===== src/hw/rtl/rgpm_pkg.sv =====
// shared types, template constants and mark selection for the ring glider marker
package rgpm_pkg;

  localparam int ROW_W  = 64;
  localparam int CFG_W  = 7;
  localparam int WIN_N  = 4;
  localparam int MIN_LEN = 4;

  // bit d of each row entry is template offset d, row index selects the nibble
  localparam logic [WIN_N-1:0][3:0] TMPL_BITS = {4'b0001, 4'b1001, 4'b0001, 4'b1111};
  localparam logic [WIN_N-1:0][3:0] TMPL_CARE = {4'b0011, 4'b1111, 4'b1111, 4'b1111};
  // set where a matching start stamps an interior mark, clear for exterior
  localparam logic [WIN_N-1:0][3:0] INT_KIND  = {4'b0010, 4'b0110, 4'b1110, 4'b0000};

  typedef struct packed {
    logic       step;
    logic       fill;
    logic [1:0] fill_row;
  } cell_ctrl_t;

  typedef logic [WIN_N-1:0] col_t;

  // last matching start wins: wrapped starts lie highest, then lower offsets
  function automatic logic [2:0] pick_start(input logic [3:0] hits,
                                            input logic [3:0] wrap,
                                            input logic [3:0] span);
    logic       found;
    logic [1:0] sel;
    found = 1'b0;
    sel   = 2'd0;
    for (int p = 0; p < 2; p++) begin
      for (int d = 0; d < 4; d++) begin
        if (!found && hits[d] && span[d] && (wrap[d] == (p == 0))) begin
          found = 1'b1;
          sel   = 2'(d);
        end
      end
    end
    return {found, sel};
  endfunction

endpackage


===== src/hw/rtl/ring_glider_pattern_marker_top.sv =====
// ring glider marker top: cell row, ring wrap routing, fill control and output register
//
//  channel  | handshake          | payload
//  ---------+--------------------+---------------------------------------------------
//  in       | in_valid/in_stall  | in_row_cells[63:0]
//  out      | out_valid/out_stall| out_exterior_mask, out_interior_mask,
//           |                    | out_plain_alive_mask (64 bits each)
//  cfg      | cfg_we             | cfg_ring_length[6:0]
//
// one row per cycle while in_stall is low: match and stamp for all cells are combinational,
// the shift is registered, and the result sits in an output register in the cycle after the item is taken.
// the first four rows after reset only fill the window and give no result.
// a synchronous reset clears window, marks, fill count, and sets ring length to max.
// in_stall is high only while a result waits and out_stall holds it.
module ring_glider_pattern_marker_top
  import rgpm_pkg::*;
#(
  parameter int MAX_CELLS = 64
) (
  input  logic             clk,
  input  logic             rst_n,
  input  logic             in_valid,
  output logic             in_stall,
  input  logic [ROW_W-1:0] in_row_cells,
  output logic             out_valid,
  input  logic             out_stall,
  output logic [ROW_W-1:0] out_exterior_mask,
  output logic [ROW_W-1:0] out_interior_mask,
  output logic [ROW_W-1:0] out_plain_alive_mask,
  input  logic             cfg_we,
  input  logic [CFG_W-1:0] cfg_ring_length
);

  localparam int LEN_W = $clog2(MAX_CELLS + 1);
  localparam int IDX_W = $clog2(MAX_CELLS);

  logic [LEN_W-1:0] len_r, len_nxt;
  logic [2:0]       fill_cnt_r, fill_cnt_nxt;
  logic             out_valid_r, out_valid_nxt;
  logic [ROW_W-1:0] ext_r, int_r, plain_r;
  logic             accept, full;
  cell_ctrl_t       ctrl;

  col_t               cols [MAX_CELLS];
  col_t               head_col [4];
  logic [MAX_CELLS-1:0] hit_vec;
  logic [MAX_CELLS-1:0] ring_vec;
  logic [3:1]         hit_tail;
  logic [ROW_W-1:0]   ext_vec, int_vec, plain_vec;

  assign full     = fill_cnt_r[2];
  assign in_stall = out_valid_r & out_stall;
  assign accept   = in_valid & ~in_stall;

  assign ctrl.step     = accept & full;
  assign ctrl.fill     = accept & ~full;
  assign ctrl.fill_row = fill_cnt_r[1:0];

  // config value clamped to the supported ring lengths
  always_comb begin
    len_nxt = len_r;
    if (cfg_we) begin
      if (cfg_ring_length < CFG_W'(MIN_LEN)) begin
        len_nxt = LEN_W'(MIN_LEN);
      end else if (cfg_ring_length > CFG_W'(MAX_CELLS)) begin
        len_nxt = LEN_W'(MAX_CELLS);
      end else begin
        len_nxt = LEN_W'(cfg_ring_length);
      end
    end
  end

  always_comb begin
    fill_cnt_nxt = fill_cnt_r;
    if (ctrl.fill) begin
      fill_cnt_nxt = fill_cnt_r + 3'd1;
    end
  end

  always_comb begin
    out_valid_nxt = out_valid_r;
    if (ctrl.step) begin
      out_valid_nxt = 1'b1;
    end else if (!out_stall) begin
      out_valid_nxt = 1'b0;
    end
  end

  always_ff @(posedge clk) begin
    if (!rst_n) begin
      len_r       <= LEN_W'(MAX_CELLS);
      fill_cnt_r  <= '0;
      out_valid_r <= 1'b0;
    end else begin
      len_r       <= len_nxt;
      fill_cnt_r  <= fill_cnt_nxt;
      out_valid_r <= out_valid_nxt;
    end
  end

  always_ff @(posedge clk) begin
    if (ctrl.step) begin
      ext_r   <= ext_vec;
      int_r   <= int_vec;
      plain_r <= plain_vec;
    end
  end

  assign out_valid            = out_valid_r;
  assign out_exterior_mask    = ext_r;
  assign out_interior_mask    = int_r;
  assign out_plain_alive_mask = plain_r;

  // first columns feed the cells whose template runs past the ring end
  always_comb begin
    for (int j = 0; j < 4; j++) begin
      head_col[j] = cols[j];
    end
  end

  // hits of the last ring cells feed stamping at the ring start
  always_comb begin
    for (int j = 1; j < 4; j++) begin
      hit_tail[j] = hit_vec[IDX_W'(len_r - LEN_W'(j))];
    end
  end

  genvar k, d;
  generate
    for (k = ROW_W; k > MAX_CELLS; k--) begin : g_pad
      assign ext_vec[k-1]   = 1'b0;
      assign int_vec[k-1]   = 1'b0;
      assign plain_vec[k-1] = 1'b0;
    end

    for (k = 0; k < MAX_CELLS; k++) begin : g_cell
      logic [2:0][WIN_N-1:0] nb_col;
      logic [2:0]            nb_hit;
      logic                  in_ring;

      assign in_ring     = LEN_W'(k) < len_r;
      assign ring_vec[k] = in_ring;

      for (d = 1; d < 4; d++) begin : g_nb
        logic [LEN_W-1:0] wi;
        assign wi = LEN_W'(k + d) - len_r;
        if (k + d < MAX_CELLS) begin : g_fwd
          assign nb_col[d-1] = (LEN_W'(k + d) < len_r) ? cols[k+d] : head_col[wi[1:0]];
        end else begin : g_fwd_wrap
          assign nb_col[d-1] = head_col[wi[1:0]];
        end
        if (k >= d) begin : g_back
          assign nb_hit[d-1] = hit_vec[k-d];
        end else begin : g_back_wrap
          assign nb_hit[d-1] = hit_tail[d-k];
        end
      end

      rgpm_cell #(
        .WRAP({(3 > k), (2 > k), (1 > k), 1'b0})
      ) u_cell (
        .clk     (clk),
        .rst_n   (rst_n),
        .ctrl    (ctrl),
        .row_bit (in_row_cells[k] & in_ring),
        .in_ring (in_ring),
        .nb_col  (nb_col),
        .nb_hit  (nb_hit),
        .col     (cols[k]),
        .hit     (hit_vec[k]),
        .ext0    (ext_vec[k]),
        .int0    (int_vec[k]),
        .plain0  (plain_vec[k])
      );
    end
  endgenerate

  // a step always leaves a result behind it
  a_step_gives_result: assert property (@(posedge clk) disable iff (!rst_n)
    ctrl.step |=> out_valid)
    else $error("step did not produce a result");

  // fill count never runs past the window depth
  a_fill_bound: assert property (@(posedge clk) disable iff (!rst_n)
    fill_cnt_r <= 3'd4)
    else $error("fill count out of range");

  // a cell carries one kind of mark at most
  a_marks_disjoint: assert property (@(posedge clk) disable iff (!rst_n)
    out_valid |-> ((out_exterior_mask & out_interior_mask) == '0))
    else $error("exterior and interior marks overlap");

  // the lowest cells always lie inside the ring
  a_ring_min: assert property (@(posedge clk) disable iff (!rst_n)
    ring_vec[3:0] == 4'b1111)
    else $error("ring shorter than minimum");

endmodule


===== src/hw/rtl/rgpm_cell.sv =====
// one ring column: four window bits with their marks, template match and stamping
module rgpm_cell
  import rgpm_pkg::*;
#(
  parameter logic [3:0] WRAP = 4'b0000
) (
  input  logic                 clk,
  input  logic                 rst_n,
  input  cell_ctrl_t           ctrl,
  input  logic                 row_bit,
  input  logic                 in_ring,
  input  logic [2:0][WIN_N-1:0] nb_col,
  input  logic [2:0]           nb_hit,
  output col_t                 col,
  output logic                 hit,
  output logic                 ext0,
  output logic                 int0,
  output logic                 plain0
);

  col_t win_r, win_nxt;
  col_t ext_r, ext_nxt;
  col_t int_r, int_nxt;
  col_t ext_s, int_s;
  logic [3:0] cand;
  logic [WIN_N-1:0][2:0] pick;

  assign col  = win_r;
  assign cand = {nb_hit, hit};

  always_comb begin
    logic [3:0] v;
    logic       ok;
    ok = in_ring;
    for (int r = 0; r < WIN_N; r++) begin
      v  = {nb_col[2][r], nb_col[1][r], nb_col[0][r], win_r[r]};
      ok = ok && (((v ^ TMPL_BITS[r]) & TMPL_CARE[r]) == 4'b0000);
    end
    hit = ok;
  end

  always_comb begin
    for (int r = 0; r < WIN_N; r++) begin
      pick[r] = pick_start(cand, WRAP, TMPL_CARE[r]);
      if (pick[r][2] && in_ring) begin
        int_s[r] = INT_KIND[r][pick[r][1:0]];
        ext_s[r] = ~INT_KIND[r][pick[r][1:0]];
      end else begin
        int_s[r] = int_r[r];
        ext_s[r] = ext_r[r];
      end
    end
  end

  assign ext0   = ext_s[0] & in_ring;
  assign int0   = int_s[0] & in_ring;
  assign plain0 = win_r[0] & ~ext_s[0] & ~int_s[0] & in_ring;

  always_comb begin
    win_nxt = win_r;
    ext_nxt = ext_r;
    int_nxt = int_r;
    if (ctrl.step) begin
      win_nxt = {row_bit, win_r[WIN_N-1:1]};
      ext_nxt = {1'b0, ext_s[WIN_N-1:1]};
      int_nxt = {1'b0, int_s[WIN_N-1:1]};
    end else if (ctrl.fill) begin
      win_nxt[ctrl.fill_row] = row_bit;
    end
  end

  always_ff @(posedge clk) begin
    if (!rst_n) begin
      win_r <= '0;
      ext_r <= '0;
      int_r <= '0;
    end else begin
      win_r <= win_nxt;
      ext_r <= ext_nxt;
      int_r <= int_nxt;
    end
  end

endmodule


===== config.mk =====
export PLATFORM = sky130hd
export DESIGN_NAME = ring_glider_pattern_marker_top
export DESIGN_NICKNAME = d
export VERILOG_FILES = /design/src/hw/rtl/rgpm_pkg.sv /design/src/hw/rtl/ring_glider_pattern_marker_top.sv /design/src/hw/rtl/rgpm_cell.sv
export SDC_FILE = /design/constraint.sdc
export NUM_CORES = 2
export LEC_CHECK = 0
export ABC_CLOCK_PERIOD_IN_PS = 10820
export BUFFER_PORTS_ARGS = -buffer_cell sky130_fd_sc_hd__buf_2
export CAP_MARGIN = 20
export CORE_UTILIZATION = 57
export DETAILED_ROUTE_END_ITERATION = 16
export GPL_ROUTABILITY_DRIVEN = 0
export PLACE_DENSITY = 0.84
export SLEW_MARGIN = 20
export SYNTH_ARGS = -nofsm -noshare
export SYNTH_HDL_FRONTEND = slang
export SYNTH_HIERARCHICAL = 1
export SYNTH_SLANG_ARGS = --single-unit

===== constraint.sdc =====
create_clock -name clk -period 10.82 [get_ports clk]
set_input_delay 2.164 -clock clk [delete_from_list [all_inputs] [get_ports clk]]
set_output_delay 2.164 -clock clk [all_outputs]
set_load 0.01 [all_outputs]

==> impl_results.md <==
* Status: finished clean
* CP Capture Type: register
* Io pins at 270
* Critical Path Start Type: register
* Fillers at 7614
* # rows at 112
* Die height at 309.9 um
* Final antenna-violating net count at 0
* Hold crit path type: register to register
* Initial antenna violation count at 4
* Sequential fraction of the synthesis area at 0.3478
* Synth area leaders: dfxtp_1, edfxtp_1, mux2i_1, mux2_2, nand2_1
* P&R area growth vs syn at 7.721%
* Mapped Cells at 5676
* Final hold violations at 0
* Flops & latches, synth at 843
* Syn Nets at 5824
* Hpwl dp at 100400 um
* GRT Util Overall at 0.3083
* Sink Count at 843
* Top-area cell type share of the netlist area at 0.2411
* DRT iter0 DRCs at 6246
* Num CTS Buffers at 93
* Clock-pin slew on the worst setup and hold paths at 0.06 ns
* Yosys cell types at 75
* Hold buffers post-CTS at 0
* Syn Area/Cell at 9.522 sq um
* Post_cts resized at 0
* Post-synth top cells: dfxtp_1, nand2_1, mux2i_1, o21ai_0, nor2b_1
* Mean routed wirelength per cell at 21.40 um
* Worst-skew pair later-pin latency at 0.71 ns
* Core area at 93610 sq um
* Final Cycle Share at 0.6416
* Drt total wl at 153400 um
* Vias in the first global route at 43180
* VDD IR max at 0.1076 mV
* # Post-CTS Setup Buffers at 0
* CTS root buf: clkbuf_16
* Vias at 46780
* Async set-reset flop share out of synthesis at 0
* First-pass GRT wire length at 237800 um
* Die area at 96050 sq um
* Power per cell area at 126.2 nW/um^2
* Die Wd at 309.9 um
* Clock Skews at 0.02448 ns
* Synth Cell Area at 54050 sq um
* Post-route cell area at 58220 sq um
* Primary FF master, synth: dfxtp_1
* Synth area leader: dfxtp_1
* WP data arrival at 7.53 ns
* Initial core utilization at 0.5773
* CTS tree: yes
* Fmax at 144.1 MHz
* CP max FO at 29
* Largest net degree at the start of global routing at 268
* Final count of pins violating max slew at 0
* Leakage power total at 0.02178 uW
* Slew margin rel. at 0.1988
* Global route overflow at 0
* Final setup TNS at 0 ns
* Share of layout cells above drive strength 1 at 0.2100
* Clk buf depth at 3
* Slew of the pin with the lowest slew margin at 1.193 ns
* Most frequent cell after synthesis: dfxtp_1
* Vias/cell at 6.527
* Yosys Warn Count at 6
* Worst hold slack at 0.4565 ns
* Final cell count without fillers at 7168
* # Max-Cap Violations at 0
* Unrepaired setup endpoints after global routing: no
* H-tree depth at 3
* 1st-pass router iterations at 9
* Final setup vio count at 0
* Nets at 5977
* Inst Count DP at 6985
* DR DRC count at 0
* EDFF count, synth at 192
* Tmin final at 6.942 ns
* Port buffer count at 269
* Worst EP required at 11.41 ns
* Post-DP Area at 55060 sq um
* WS Path Type: register to register
[worst max-delay path, stage by stage (launching register included)]
cell and delay (ns):
dfxtp_1 0.33, buf_4 0.44, inv_1 0.23, ha_2 0.53
mux4_2 0.86, mux2_2 0.42, or4b_4 0.54, nor4_4 0.76
buf_4 0.33, mux4_2 0.27, mux4_2 0.30, mux2i_1 0.09
mux2i_1 0.73, inv_1 0.09, a21oi_1 0.16, ha_1 0.25
nor2b_1 0.18, o211ai_1 0.13, o211a_1 0.17
[cells in the final DEF (no fill, tap or decap), types with 93 or more instances in the layout]
cell       synthesis  layout
a31oi_1          191     190
and2_1           287     287
and3_1           185     184
buf_2             26     268
buf_4              4      93
clkbuf_16          0      95
dfxtp_1          651     648
edfxtp_1         192     192
inv_1            110     110
mux2_2           240     240
mux2i_1          336     336
nand2_1          641     641
nand3_1          194     194
nor2_1           213     212
nor2b_1          299     299
o21ai_0          323     323
[kinds of logic after synthesis]
kind of cell	count (synthesis)	share of synthesized area
muxes	642	0.1397
and+or+nand+nor	2564	0.2948
buffers and inverters	429	0.05922
DFF	843	0.3478
adders and majority gates	72	0.01667
xor gates and xnor gates	14	0.002408
AOI/OAI and AO/OA	1112	0.1393
[path summary, 6_finish.rpt]
| path | from | cells past startpoint | endpoint | slack (ns) |
|---|---|---|---|---|
| min reg2reg | g_cell[9].u_cell/ext_r[1] | 2 | g_cell[9].u_cell/ext_r[1] | 0.46 |
| max reg2reg | len_r[1] | 18 | g_cell[0].u_cell/int_r[1] | 3.88 |
| min | g_cell[9].u_cell/ext_r[1] | 2 | g_cell[9].u_cell/ext_r[1] | 0.46 |
| max | len_r[1] | 18 | g_cell[0].u_cell/int_r[1] | 3.88 |
[metrics by stage]
stage                       util  worst slack, ns  power [uW]
after global routing      0.6219            3.767        7552
after CTS                 0.6211            3.462        7356
final                     0.6219            3.878        7349
after floorplan                -           0.2701        3960
after detailed placement  0.5882            3.480        4162
after global placement    0.5882            3.787        4144
[final cells by class]
type | instances | area, sq um | share of cell area
diodes | 4 | 10.01 | 0.0001719
clock buffers | 122 | 2539 | 0.04361
clock inverters | 54 | 540.5 | 0.009284
inverters | 116 | 435.4 | 0.007479
multi-input cells | 4404 | 32080 | 0.5510
flip-flops and latches | 843 | 18810 | 0.3231
well taps | 1254 | 1569 | 0.02695
repair buffers | 371 | 2236 | 0.03841
[where the power goes]
| group | internal [uW] | switching, uW | total [uW] |
|---|---|---|---|
| logic | 293 | 489 | 782 |
| clock network | 1840 | 1380 | 3210 |
| registers | 3270 | 87.1 | 3350 |
[sequential cells by signal, summed over array words and instances, names as in the netlist]
name and flops:
out_interior_mask 64, g_cell.u_cell/col 256, g_cell.u_cell/ext_r 192, out_valid 1, fill_cnt_r 3, g_cell.u_cell/int_r 192
out_plain_alive_mask 64, len_r 7, out_exterior_mask 64
[routing by layer]
metal	track usage	part of all wire	vias up	routed length [um]
li1	-	-	21490	-
met1	0.3880	0.38	22140	58890
met2	0.4945	0.46	2505	70290
met3	0.07574	0.11	642	16310
met4	0.1481	0.051	4	7881
met5	0	0.00017	-	26
(Power assumes the default switching activity.)
